File: config.mk
export PLATFORM = sky130hd
export DESIGN_NAME = circuit_switch_port_allocator_core
export DESIGN_NICKNAME = d
export VERILOG_FILES = /design/src/hw/rtl/csa_pkg.sv /design/src/hw/rtl/circuit_switch_port_allocator_core.sv /design/src/hw/rtl/csa_ram.sv
export SDC_FILE = /design/constraint.sdc
export NUM_CORES = 2
export LEC_CHECK = 0
export ABC_AREA = 1
export ABC_CLOCK_PERIOD_IN_PS = 22700
export BUFFER_PORTS_ARGS = -buffer_cell sky130_fd_sc_hd__buf_2
export CAP_MARGIN = 20
export CORE_MARGIN = 2
export CORE_UTILIZATION = 50
export CTS_CLUSTER_SIZE = 30
export DETAILED_ROUTE_END_ITERATION = 8
export PLACE_DENSITY = 0.72
export SYNTH_ARGS = -nofsm -noshare
export SYNTH_HDL_FRONTEND = slang
export SYNTH_HIERARCHICAL = 1
export SYNTH_SLANG_ARGS = --single-unit
File: constraint.sdc
create_clock -name clk -period 22.7 [get_ports clk]
set_clock_uncertainty 0.15 [all_clocks]
set_input_delay 1.135 -clock clk [delete_from_list [all_inputs] [get_ports clk]]
set_output_delay 1.135 -clock clk [all_outputs]
set_load 0.005 [all_outputs]
File: src/hw/rtl/csa_pkg.sv
`timescale 1ns / 1ps
// Shared types and codes for the circuit switch port allocator.
package csa_pkg;

    localparam int POD_FIELD_W   = 8;
    localparam int SW_FIELD_W    = 8;
    localparam int MODE_W        = 2;
    localparam int PAIR_CNT_W    = 5;
    localparam int TOTAL_CNT_W   = 8;
    localparam int SPINE_W       = 2;
    localparam int CFG_INDEX_W   = 2;
    localparam int CFG_DATA_W    = 5;

    localparam logic [MODE_W-1:0] MODE_ACTIVATE = 2'd0;
    localparam logic [MODE_W-1:0] MODE_QUERY    = 2'd1;
    localparam logic [MODE_W-1:0] MODE_CLEAR    = 2'd2;

    localparam logic [CFG_INDEX_W-1:0] CFG_POD_COUNT    = 2'd0;
    localparam logic [CFG_INDEX_W-1:0] CFG_SWITCH_COUNT = 2'd1;

    localparam logic [CFG_DATA_W-1:0] POD_COUNT_RESET    = 5'd16;
    localparam logic [CFG_DATA_W-1:0] SWITCH_COUNT_RESET = 5'd16;

    localparam logic [PAIR_CNT_W-1:0]  PAIR_CNT_MAX  = 5'd31;
    localparam logic [TOTAL_CNT_W-1:0] TOTAL_CNT_MAX = 8'd255;

    typedef struct packed {
        logic [MODE_W-1:0]      mode;
        logic [POD_FIELD_W-1:0] pod_a;
        logic [POD_FIELD_W-1:0] pod_b;
        logic [SW_FIELD_W-1:0]  switch_id;
    } req_word_t;

    typedef struct packed {
        logic                   accepted;
        logic [PAIR_CNT_W-1:0]  pair_count;
        logic [TOTAL_CNT_W-1:0] total_count;
        logic [SPINE_W-1:0]     spine;
    } rsp_word_t;

endpackage

File: src/hw/rtl/circuit_switch_port_allocator_core.sv
`timescale 1ns / 1ps
// Circuit allocator for one optical switch plane: port busy maps and pair counts in RAM.
// Activate, query and mode three: a RAM read on accept, then a modify and write-back step that
// puts out the result; a waiting result holds the write-back, and no new word is taken meanwhile.
// Clear: a sweep over max(MAX_PODS*MAX_PODS, MAX_SWITCHES) rows, one RAM row per cycle, then write-back.
// Reset runs the same sweep with req_ready low; configuration writes are taken at any time.
// Registers reset to pod_count 16, switch_count 16.
module circuit_switch_port_allocator_core #(
    parameter int MAX_PODS     = 16,
    parameter int MAX_SWITCHES = 16
) (
    input  logic                                    clk,
    input  logic                                    rst_n,
    input  logic                                    req_valid,
    output logic                                    req_ready,
    input  csa_pkg::req_word_t                      req,
    output logic                                    rsp_valid,
    input  logic                                    rsp_ready,
    output csa_pkg::rsp_word_t                      rsp,
    input  logic                                    cfg_valid,
    output logic                                    cfg_ready,
    input  logic [csa_pkg::CFG_INDEX_W-1:0]         cfg_index,
    input  logic [csa_pkg::CFG_DATA_W-1:0]          cfg_data
);

    // Geometry of the two stores and the clearing sweep.
    localparam int POD_W      = (MAX_PODS > 1) ? $clog2(MAX_PODS) : 1;
    localparam int SW_W       = (MAX_SWITCHES > 1) ? $clog2(MAX_SWITCHES) : 1;
    localparam int PAIR_DEPTH = MAX_PODS * MAX_PODS;
    localparam int PA_W       = $clog2(PAIR_DEPTH);
    localparam int CLR_LEN    = (PAIR_DEPTH > MAX_SWITCHES) ? PAIR_DEPTH : MAX_SWITCHES;
    localparam int CLR_W      = $clog2(CLR_LEN);

    // One-hot sequencer: sweep the RAMs, wait for a word, modify and write back.
    typedef enum logic [2:0] {
        S_CLEAR = 3'b001,
        S_IDLE  = 3'b010,
        S_RMW   = 3'b100
    } state_t;

    state_t                              state_reg, state_next;
    logic [CLR_W-1:0]                    clr_cnt_reg, clr_cnt_next;
    logic                                clr_item_reg, clr_item_next;
    csa_pkg::req_word_t                  item_reg, item_next;
    logic [csa_pkg::TOTAL_CNT_W-1:0]     total_reg, total_next;
    logic [csa_pkg::CFG_DATA_W-1:0]      pod_count_reg, pod_count_next;
    logic [csa_pkg::CFG_DATA_W-1:0]      switch_count_reg, switch_count_next;
    logic                                rsp_valid_reg, rsp_valid_next;
    csa_pkg::rsp_word_t                  rsp_reg, rsp_next;

    // Address path: the accepting cycle reads from the incoming word, the
    // write-back cycle writes to the same rows from the held word.
    csa_pkg::req_word_t                  addr_src;
    logic [POD_W-1:0]                    a_idx, b_idx, lo_idx, hi_idx;
    logic [PA_W-1:0]                     pair_addr;
    logic [SW_W-1:0]                     sw_addr;

    logic                                req_fire;
    logic                                out_free;
    logic                                clr_last;
    logic                                rmw_fire;

    // RAM ports
    logic                                pair_we, busy_we;
    logic [PA_W-1:0]                     pair_waddr;
    logic [SW_W-1:0]                     busy_waddr;
    logic [csa_pkg::PAIR_CNT_W-1:0]      pair_wdata, pair_rdata;
    logic [MAX_PODS-1:0]                 busy_wdata, busy_rdata;

    // Decision logic on the held word
    logic                                pods_ok, sw_ok, pod_hit, act_ok;
    logic [MAX_PODS-1:0]                 pod_bits;
    logic [csa_pkg::PAIR_CNT_W-1:0]      pair_val, pair_inc;
    logic [csa_pkg::TOTAL_CNT_W-1:0]     total_inc;

    assign req_fire  = req_valid && req_ready;
    assign req_ready = (state_reg == S_IDLE);
    assign cfg_ready = 1'b1;
    assign rsp_valid = rsp_valid_reg;
    assign rsp       = rsp_reg;
    assign out_free  = !rsp_valid_reg || rsp_ready;
    assign clr_last  = (clr_cnt_reg == CLR_W'(CLR_LEN - 1));
    assign rmw_fire  = (state_reg == S_RMW) && out_free;

    always_comb
    begin
        addr_src = (state_reg == S_IDLE) ? req : item_reg;
        a_idx    = addr_src.pod_a[POD_W-1:0];
        b_idx    = addr_src.pod_b[POD_W-1:0];
        lo_idx   = (addr_src.pod_a < addr_src.pod_b) ? a_idx : b_idx;
        hi_idx   = (addr_src.pod_a < addr_src.pod_b) ? b_idx : a_idx;
        // Unordered pair row: lower pod times row length plus higher pod.
        pair_addr = PA_W'(PA_W'(lo_idx) * PA_W'(MAX_PODS)) + PA_W'(hi_idx);
        sw_addr   = addr_src.switch_id[SW_W-1:0];
    end

    // Range checks against both the register and the built-in size.
    always_comb
    begin
        pods_ok = (item_reg.pod_a < {3'b000, pod_count_reg})
               && (item_reg.pod_b < {3'b000, pod_count_reg})
               && (32'(item_reg.pod_a) < MAX_PODS)
               && (32'(item_reg.pod_b) < MAX_PODS);
        sw_ok   = (item_reg.switch_id < {3'b000, switch_count_reg})
               && (32'(item_reg.switch_id) < MAX_SWITCHES);
        pod_bits = (MAX_PODS'(1) << item_reg.pod_a[POD_W-1:0])
                 | (MAX_PODS'(1) << item_reg.pod_b[POD_W-1:0]);
        pod_hit  = |(busy_rdata & pod_bits);
        act_ok   = (item_reg.mode == csa_pkg::MODE_ACTIVATE)
                && (item_reg.pod_a != item_reg.pod_b)
                && pods_ok && sw_ok && !pod_hit;
        pair_val  = pods_ok ? pair_rdata : '0;
        // Saturate both counters.
        pair_inc  = (pair_rdata == csa_pkg::PAIR_CNT_MAX) ? pair_rdata
                                                          : pair_rdata + 1'b1;
        total_inc = (total_reg == csa_pkg::TOTAL_CNT_MAX) ? total_reg
                                                          : total_reg + 1'b1;
    end

    // Write ports: the sweep zeroes one row per cycle, else write back on success.
    always_comb
    begin
        if (state_reg == S_CLEAR)
        begin
            pair_we    = (32'(clr_cnt_reg) < PAIR_DEPTH);
            pair_waddr = clr_cnt_reg[PA_W-1:0];
            pair_wdata = '0;
            busy_we    = (32'(clr_cnt_reg) < MAX_SWITCHES);
            busy_waddr = clr_cnt_reg[SW_W-1:0];
            busy_wdata = '0;
        end
        else
        begin
            pair_we    = rmw_fire && act_ok;
            pair_waddr = pair_addr;
            pair_wdata = pair_inc;
            busy_we    = rmw_fire && act_ok;
            busy_waddr = sw_addr;
            busy_wdata = busy_rdata | pod_bits;
        end
    end

    csa_ram #(
        .WIDTH (csa_pkg::PAIR_CNT_W),
        .DEPTH (PAIR_DEPTH)
    ) u_pair_ram (
        .clk   (clk),
        .we    (pair_we),
        .waddr (pair_waddr),
        .wdata (pair_wdata),
        .re    (req_fire),
        .raddr (pair_addr),
        .rdata (pair_rdata)
    );

    csa_ram #(
        .WIDTH (MAX_PODS),
        .DEPTH (MAX_SWITCHES)
    ) u_busy_ram (
        .clk   (clk),
        .we    (busy_we),
        .waddr (busy_waddr),
        .wdata (busy_wdata),
        .re    (req_fire),
        .raddr (sw_addr),
        .rdata (busy_rdata)
    );

    // Sequencer and result register.
    always_comb
    begin
        state_next        = state_reg;
        clr_cnt_next      = clr_cnt_reg;
        clr_item_next     = clr_item_reg;
        item_next         = item_reg;
        total_next        = total_reg;
        rsp_valid_next    = rsp_valid_reg;
        rsp_next          = rsp_reg;
        pod_count_next    = pod_count_reg;
        switch_count_next = switch_count_reg;

        // Drop the result once it is taken.
        if (rsp_valid_reg && rsp_ready)
        begin
            rsp_valid_next = 1'b0;
        end

        if (cfg_valid && cfg_ready)
        begin
            if (cfg_index == csa_pkg::CFG_POD_COUNT)
            begin
                pod_count_next = cfg_data;
            end
            else if (cfg_index == csa_pkg::CFG_SWITCH_COUNT)
            begin
                switch_count_next = cfg_data;
            end
        end

        unique case (state_reg)
            S_CLEAR:
            begin
                clr_cnt_next = clr_cnt_reg + 1'b1;
                if (clr_last)
                begin
                    clr_cnt_next = '0;
                    state_next   = clr_item_reg ? S_RMW : S_IDLE;
                end
            end
            S_IDLE:
            begin
                if (req_fire)
                begin
                    item_next = req;
                    if (req.mode == csa_pkg::MODE_CLEAR)
                    begin
                        clr_item_next = 1'b1;
                        clr_cnt_next  = '0;
                        total_next    = '0;
                        state_next    = S_CLEAR;
                    end
                    else
                    begin
                        state_next = S_RMW;
                    end
                end
            end
            S_RMW:
            begin
                // Hold until the result register is free, then commit.
                if (out_free)
                begin
                    rsp_valid_next       = 1'b1;
                    rsp_next.spine       = item_reg.switch_id[csa_pkg::SPINE_W-1:0];
                    rsp_next.accepted    = act_ok
                                        || (item_reg.mode == csa_pkg::MODE_QUERY)
                                        || (item_reg.mode == csa_pkg::MODE_CLEAR);
                    rsp_next.pair_count  = act_ok ? pair_inc : pair_val;
                    rsp_next.total_count = act_ok ? total_inc : total_reg;
                    if (item_reg.mode == csa_pkg::MODE_CLEAR)
                    begin
                        rsp_next.pair_count = '0;
                    end
                    if (act_ok)
                    begin
                        total_next = total_inc;
                    end
                    clr_item_next = 1'b0;
                    state_next    = S_IDLE;
                end
            end
            default:
            begin
                state_next = S_CLEAR;
            end
        endcase
    end

    always_ff @(posedge clk or negedge rst_n)
    begin
        if (!rst_n)
        begin
            state_reg        <= S_CLEAR;
            clr_cnt_reg      <= '0;
            clr_item_reg     <= 1'b0;
            total_reg        <= '0;
            rsp_valid_reg    <= 1'b0;
            pod_count_reg    <= csa_pkg::POD_COUNT_RESET;
            switch_count_reg <= csa_pkg::SWITCH_COUNT_RESET;
        end
        else
        begin
            state_reg        <= state_next;
            clr_cnt_reg      <= clr_cnt_next;
            clr_item_reg     <= clr_item_next;
            total_reg        <= total_next;
            rsp_valid_reg    <= rsp_valid_next;
            pod_count_reg    <= pod_count_next;
            switch_count_reg <= switch_count_next;
        end
    end

    // Payload registers carry no reset.
    always_ff @(posedge clk)
    begin
        item_reg <= item_next;
        rsp_reg  <= rsp_next;
    end

    // A new result only comes out of the write-back step.
    a_rsp_from_rmw : assert property (@(posedge clk) disable iff (!rst_n)
        $rose(rsp_valid_reg) |-> $past(state_reg == S_RMW))
        else $error("result appeared without a write-back step");

    // A refused or non-activate word leaves the plane total alone.
    a_total_stable : assert property (@(posedge clk) disable iff (!rst_n)
        (rmw_fire && !act_ok) |=> $stable(total_reg))
        else $error("plane total changed on a refused word");

    // A clear word reaches write-back only with the total emptied.
    a_clear_total : assert property (@(posedge clk) disable iff (!rst_n)
        (state_reg == S_RMW && item_reg.mode == csa_pkg::MODE_CLEAR) |-> (total_reg == '0))
        else $error("plane total not zero after clear sweep");

    // No word is taken while the sweep runs.
    a_no_accept_in_sweep : assert property (@(posedge clk) disable iff (!rst_n)
        (state_reg == S_CLEAR) |=> !$past(req_fire))
        else $error("word accepted during clear sweep");

endmodule

File: src/hw/rtl/csa_ram.sv
`timescale 1ns / 1ps
// Generic simple dual-port RAM with registered read.
module csa_ram #(
    parameter int WIDTH = 8,
    parameter int DEPTH = 16
) (
    input  logic                                         clk,
    input  logic                                         we,
    input  logic [((DEPTH > 1) ? $clog2(DEPTH) : 1)-1:0] waddr,
    input  logic [WIDTH-1:0]                             wdata,
    input  logic                                         re,
    input  logic [((DEPTH > 1) ? $clog2(DEPTH) : 1)-1:0] raddr,
    output logic [WIDTH-1:0]                             rdata
);

    logic [WIDTH-1:0] mem [DEPTH];

    always_ff @(posedge clk)
    begin
        if (we)
        begin
            mem[waddr] <= wdata;
        end
        if (re)
        begin
            rdata <= mem[raddr];
        end
    end

endmodule

Word level (Yosys, flattened, before mapping):

Memory sizes are Yosys's and may differ from the RTL's. A register that Yosys moved wholly into a read port is not among the register bits.
Index checks and enable logic that the tools add are counted.

* output and inout port bits: 19
* memory bits (writable): 1536
* ROM bits: 0
* latch bits: 0
* bits in registers: 73
* memories kept: 2
* bits of input ports: 38
* logic and storage cells: 116

Memory list
* u_pair_ram.mem: depth 256, bits a word 5, rd ports 1, clocked after Yosys merged registers in 1, wr ports 1, RTL line csa_ram.sv:16 `logic [WIDTH-1:0] mem [DEPTH];`
* u_busy_ram.mem: depth 16, bits a word 16, rd ports 1, clocked after Yosys merged registers in 1, wr ports 1, RTL line csa_ram.sv:16

* multiplexer cells: 37
* multiply operators: 0
* shift-type cells: 2
* bitwise operators: 4
* equal/unequal tests: 15
* magnitude comparators: 8
* reduce and logical (&&, ||, !) cells: 29
* add/sub/neg operators: 4
* divide/modulo/power cells: 0

Operator list (number)
* $mux 8: 7
* $lt 8x5->1 const B: 4
* $or 16x16->16: 2
* $pmux 8 s2: 2
* $shl 1x4->16 const A: 2
* $lt 8x5->1: 3
* $mux 24: 1
* $mux 5: 4
* $add 8x1->8 const B: 2
* $and 16x16->16: 1
* $eq 8x8->1 const B: 2
* $mux 16: 1
* $reduce_or 16->1: 1
* $mux 3: 5
* $logic_and 1x1->1: 12
* $mux 1: 12
* $mux 4: 3
* $pmux 3 s3: 1
* $reduce_and 3->1: 3
* $add 8x4->8: 1
* $lt 8x8->1: 1
* $ne 8x8->1: 1
* $reduce_and 2->1: 3
* $add 5x1->5 const B: 1
* 15 further kinds: 24

Longest topological paths before layout:

* depth after elaboration: 11
* depth in mapped cells: 29
* gate-level depth less buffers: 26

Cells and area by module:

The synthesis kept the hierarchy.

Modules (own cells, without submodules)
* csa_ram at u_pair_ram: seq. area each 38587.0 µm², area an instance 52768.1 µm², cells each 4552, times used 1
* csa_ram at u_busy_ram: seq. area each 8167.8 µm², area an instance 11541.1 µm², cells each 1074, times used 1
* circuit_switch_port_allocator_core: seq. area each 2040.7 µm², area an instance 5186.2 µm², cells each 728, times used 1

Worst setup path before layout:

Ideal clock, no wire load.

* path type: register to register
* start: register u_pair_ram.rdata[0] (read register of u_pair_ram.mem)
* end: memory u_pair_ram/mem[0][1] in the netlist's numbering (data pin)
* path buffers: 0
* arrival time: 7.059 ns
* required time: 21.156 ns
* period minus slack after synthesis: 8.603 ns
* setup slack: 14.097 ns
* library setup time: 1.394 ns
* cell stages (with the launch flop): 8
* path through: edfxtp_1 > ha_1 > nand3_1 > nor2_1 > inv_1 > o21ai_0 > inv_1 > nor2_1

* longest elaborated chain between the ends: 3
* elaborated cells on any way between the ends: 4
* those cells by class: 1 x add/sub; 1 x eq/ne; 2 x mux

Ends and longest elaborated chain
* start, declared: RTL line csa_ram.sv:13 `output logic [WIDTH-1:0] rdata`
* $add 5x1->5 / $eq 5x5->1 (equally long branches): RTL line circuit_switch_port_allocator_core.sv:115, circuit_switch_port_allocator_core.sv:114
* $mux 5 (*): RTL line circuit_switch_port_allocator_core.sv:114 `pair_inc = (pair_rdata == csa_pkg::PAIR_CNT_MAX) ? pair_rdata`
* $mux 5 (*): RTL line circuit_switch_port_allocator_core.sv:123 `if (state_reg == S_CLEAR)`
* via pair_wdata, one bit: RTL line circuit_switch_port_allocator_core.sv:67 `logic [csa_pkg::PAIR_CNT_W-1:0] pair_wdata, pair_rdata;`
* end, declared: RTL line csa_ram.sv:16

The timed path passes the listed nets; every way through them passes the cells marked *.

Worst setup path in the final report:

* start: register state_reg[2]
* end: register u_pair_ram.rdata[4] (read register of u_pair_ram.mem) (data pin)

* longest elaborated chain between the ends: 5
* elaborated cells on any way between the ends: 7
* those cells by class: 1 x add/sub; 1 x order compare; 1 x eq/ne; 3 x mux; 1 x reduce/logical

Ends and longest elaborated chain
* start, declared: RTL line circuit_switch_port_allocator_core.sv:41 `state_t state_reg, state_next;`
* start signal, assigned: RTL line circuit_switch_port_allocator_core.sv:273 `state_reg <= state_next;`
* $eq 3x2->1 (*): RTL line circuit_switch_port_allocator_core.sv:87 `addr_src = (state_reg == S_IDLE) ? req : item_reg;`
* $mux 24 (*): RTL line circuit_switch_port_allocator_core.sv:87
* $lt 8x8->1: RTL line circuit_switch_port_allocator_core.sv:91 `hi_idx = (addr_src.pod_a < addr_src.pod_b) ? b_idx : a_idx;`
* $mux 4 (*): RTL line circuit_switch_port_allocator_core.sv:91
* via hi_idx[0]: RTL line circuit_switch_port_allocator_core.sv:54 `logic [POD_W-1:0] a_idx, b_idx, lo_idx, hi_idx;`
* $add 8x4->8 (*): RTL line circuit_switch_port_allocator_core.sv:93 `pair_addr = PA_W'(PA_W'(lo_idx) * PA_W'(MAX_PODS)) + PA_W'(hi_idx);`

Marks and branches as above.
A chain may end at the register's enable or synchronous reset.

==> summary.md <==
| Metric | Value |
|---|---|
| Outcome | complete, no violations |
| Critical Path Start Type | flop |
| Reg2reg end | u_pair_ram/rdata[4]$_DFFE_PP_ |
| Mean Syn Cell Area | 10.9 sq um |
| Placed cell count | 7888 |
| Static leakage | 29.4 nW |
| Most frequent CP cell | nand2_1 |
| Setup WS pre-CTS | 14.56 ns |
| Seq/Total Area, Yosys | 0.702 |
| Gpl congestion | 0.873 |
| Clock Path Buffers | 3 |
| Max-slew violations | 0 |
| Final min period | 8.31 ns |
| Initial DRC Count | 6396 |
| Starting Density | 0.505 |
| CP Depth | 26 |
| Post-Route WL | 178000 microns |
| Initial antenna violation count | 0 |
| Overflow after GRT | 0 |
| Syn Inst Count | 6354 |
| Hold Crit Class | input port to async pin |
| Vias in the first global route | 45400 |
| Filler cells | 11200 |
| Peak VDD IR | 72.7 uV |
| Crit end category | flop |
| CP peak stage delay | 0.89 ns |
| Syn. warnings | 6 |
| Max reg flops | 1280 |
| WL per Instance | 21.7 microns |
| Total GRT Usage | 0.248 |
| Syn nets | 6414 |
| Rel. slew slack | 0.150 |
| H-tree depth | 4 |
| Worst path slowest cell | buf_4 |
| P&R area growth vs syn | 9.32% |
| Critical path class | flop to flop |
| Max-cap violations | 0 |
| PwrDens | 77.4 nW/um^2 |
| Register bit total from synthesis | 1630 |
| Fraction of layout cells with a size suffix above 1 | 0.0628 |
| CTS Buf Count | 163 |
| Final setup vio count | 0 |
| First-pass GRT wire length | 269000 microns |
| CP delay by family, top | buffers and inverters |
| Fin. Hold Viols | 0 |
| CTS Root Cell | clkbuf_16 |
| Crit-path max FO | 97 |
| Die area | 142000 sq um |
| Cts repair resizes | 0 |
| Final WS setup | 14.39 ns |
| DP Wirelength | 98500 microns |
| Top Ports | 57 |
| Final #Nets | 6322 |
| Final Instance Count excl. Fillers | 8183 |
| Row cnt | 136 |
| Via count | 47600 |
| Cts hold-fix bufs | 0 |
| R2R depth | 26 |
| Final ANT Viol Nets | 0 |
| Period utilization | 0.366 |
| Drt pass-1 iters | 7 |
| Synthesized cell area | 69500 sq um |
| Design Area, Final | 76000 sq um |
| Post-synth EDFFs | 1599 |
| Vias per cell | 5.82 |
| Worst R2R Setup Slack | 14.39 ns |
| DP Area | 70700 sq um |
| Worst Tran Pin Value | 1.28 ns |
| Die X-Extent | 377 microns |
| Clock Latency Late Sink | 0.81 ns |
| Core region area | 138000 sq um |
| # port buffers | 55 |
| Reg2reg start | state_reg[2]$_DFFE_PN0P_ |
| Largest net degree at the start of global routing | 192 |
| Ys async rst share | 0.0190 |
| Critical Path RT | 23.22 ns |
| CTS sink count | 1630 |
| Unrepaired setup endpoints after global routing | no |
| Final TNS setup | 0 ns |
| Die Y | 377 microns |
| Max Clk Rate | 120 MHz |
| Netlist cell types | 41 |
| Drc violations | 0 |
| Clock transition at the registers of the reported paths | 0.06 ns |
| Final core utilization | 0.552 |
| Top FF cell, synth | edfxtp_1 |
| Number of setup buffers added after CTS | 0 |
| CP Buf/Inv Count | 6 |
| Crit path DAT | 8.82 ns |
| CTS tree | yes |
==> layout make-up <==
cell class | instances | area (sq um) | share of cell area
Antenna cell | 1 | 2.50 | 0.0000329
Multi-Input combinational cell | 3989 | 17500 | 0.230
Sequential cell | 1630 | 48800 | 0.642
Timing Repair Buffer | 126 | 946 | 0.0125
Tap cell | 1794 | 2240 | 0.0295
Clock buffer | 208 | 4280 | 0.0563
Inverter | 352 | 1360 | 0.0179
Clock inverter | 83 | 860 | 0.0113
==> cell families (layout without fill, tap and decap cells) <==
family / count (synthesis) / in the layout / share of synthesized area
DFF: 1630 / 1630 / 0.702
muxes: 2 / 2 / 0.000288
adders and majority gates: 22 / 22 / 0.00396
buffers and inverters: 735 / 769 / 0.0477
other: 1 / 2 / 0.0000540
AOI/OAI and AO/OA: 77 / 77 / 0.00583
xor gates and xnor gates: 5 / 5 / 0.000630
and+or+nand+nor: 3882 / 3882 / 0.239
==> worst max path at each step <==
stage | start | end | slack (ns)
after global routing | state_reg[2]$_DFFE_PN0P_ | u_pair_ram/rdata[2]$_DFFE_PP_ | 13.87
after floorplan | u_pair_ram/rdata[0]$_DFFE_PP_ | u_pair_ram/mem[0][1]$_DFFE_PP_ | 14.10
after detailed placement | state_reg[0]$_DFFE_PN1P_ | u_pair_ram/rdata[4]$_DFFE_PP_ | 14.56
after global placement | state_reg[2]$_DFFE_PN0P_ | u_pair_ram/rdata[3]$_DFFE_PP_ | 14.76
after CTS | state_reg[0]$_DFFE_PN1P_ | u_pair_ram/rdata[4]$_DFFE_PP_ | 14.52
final | state_reg[2]$_DFFE_PN0P_ | u_pair_ram/rdata[4]$_DFFE_PP_ | 14.39
==> synthesized netlist by cell type, types with 3 or more instances <==
cell,n,area (sq um)
nand2_1,1977,7420
edfxtp_1,1599,48000
nand3_1,1476,7390
nor2_1,347,1300
inv_1,337,1260
buf_2,213,1070
clkbuf_1,83,312
buf_4,61,458
o21ai_0,49,245
nand4_1,37,231
dfrtp_1,28,701
ha_1,22,275
a21oi_1,20,100
buf_1,19,71.3
nor3_1,15,75.1
and2_1,14,87.6
inv_2,12,45.0
buf_6,7,78.8
nand3b_1,4,30.0
dfstp_2,3,78.8
nor2_2,3,18.8
xnor2_1,3,26.3
==> power by group <==
group | leakage (nW) | internal [W] | switching (W)
Clock | 2.49 | 0.00148 | 0.00113
Sequential | 17.1 | 0.00326 | 0.00000178
Combinational | 9.85 | 0.00000745 | 0.0000114
Total | 29.4 | 0.00474 | 0.00114
==> per-layer routing <==
| layer | track usage | wire, microns | vias up |
|---|---|---|---|
| met5 | 0 | 0 | - |
| li1 | - | - | 21700 |
| met4 | 0.112 | 8010 | 0 |
| met3 | 0.0481 | 18300 | 449 |
| met1 | 0.333 | 68400 | 22900 |
| met2 | 0.391 | 82800 | 2622 |
==> layout by cell type (no fill, tap or decap), types with 3 or more instances in the layout <==
master,instances
inv_1,336
clkbuf_1,43
nand4_1,37
dfstp_2,3
o21ai_0,49
nand3b_1,4
nand2_4,3
a21oi_1,20
ha_1,22
clkbuf_16,164
dfrtp_1,28
nor3_1,15
and2_4,4
inv_6,6
and2_1,9
bufinv_16,12
nor2_1,335
edfxtp_1,1599
nand2_2,11
buf_4,62
xnor2_1,3
nor2_4,6
inv_2,8
nand3_1,1476
nand2_1,1965
buf_16,4
nor2_2,10
buf_12,4
clkinv_1,35
clkinv_2,24
buf_2,55
inv_8,3
clkinv_16,5
==> through the flow <==
step                hold WS [ns]  power (W)
finish                     0.259    0.00588
detailed placement         0.326    0.00334
floorplan                  0.295    0.00333
global route               0.303    0.00602
CTS                        0.255    0.00591
global placement           0.321    0.00334
==> worst reg2reg max path: stages (launching register included) <==
cell and delay (ns):
dfrtp_1 0.39, inv_1 0.09, nand3_2 0.51, inv_1 0.62, nand2_1 0.10, nand2_1 0.10
ha_1 0.25, a21oi_1 0.15, nor2_1 0.06, a211oi_2 0.55, nand2_4 0.16, nand2_1 0.11
and2_4 0.38, buf_4 0.79, buf_4 0.86, buf_4 0.78, buf_4 0.93, nand2_1 0.18
nand3_1 0.13, nand3_1 0.13, nand3_1 0.14, nand3_1 0.09, nand2_1 0.13, nand2_1 0.07
nand3_1 0.09, nand3_1 0.14, nand2_1 0.10
(Power assumes the default switching activity.)
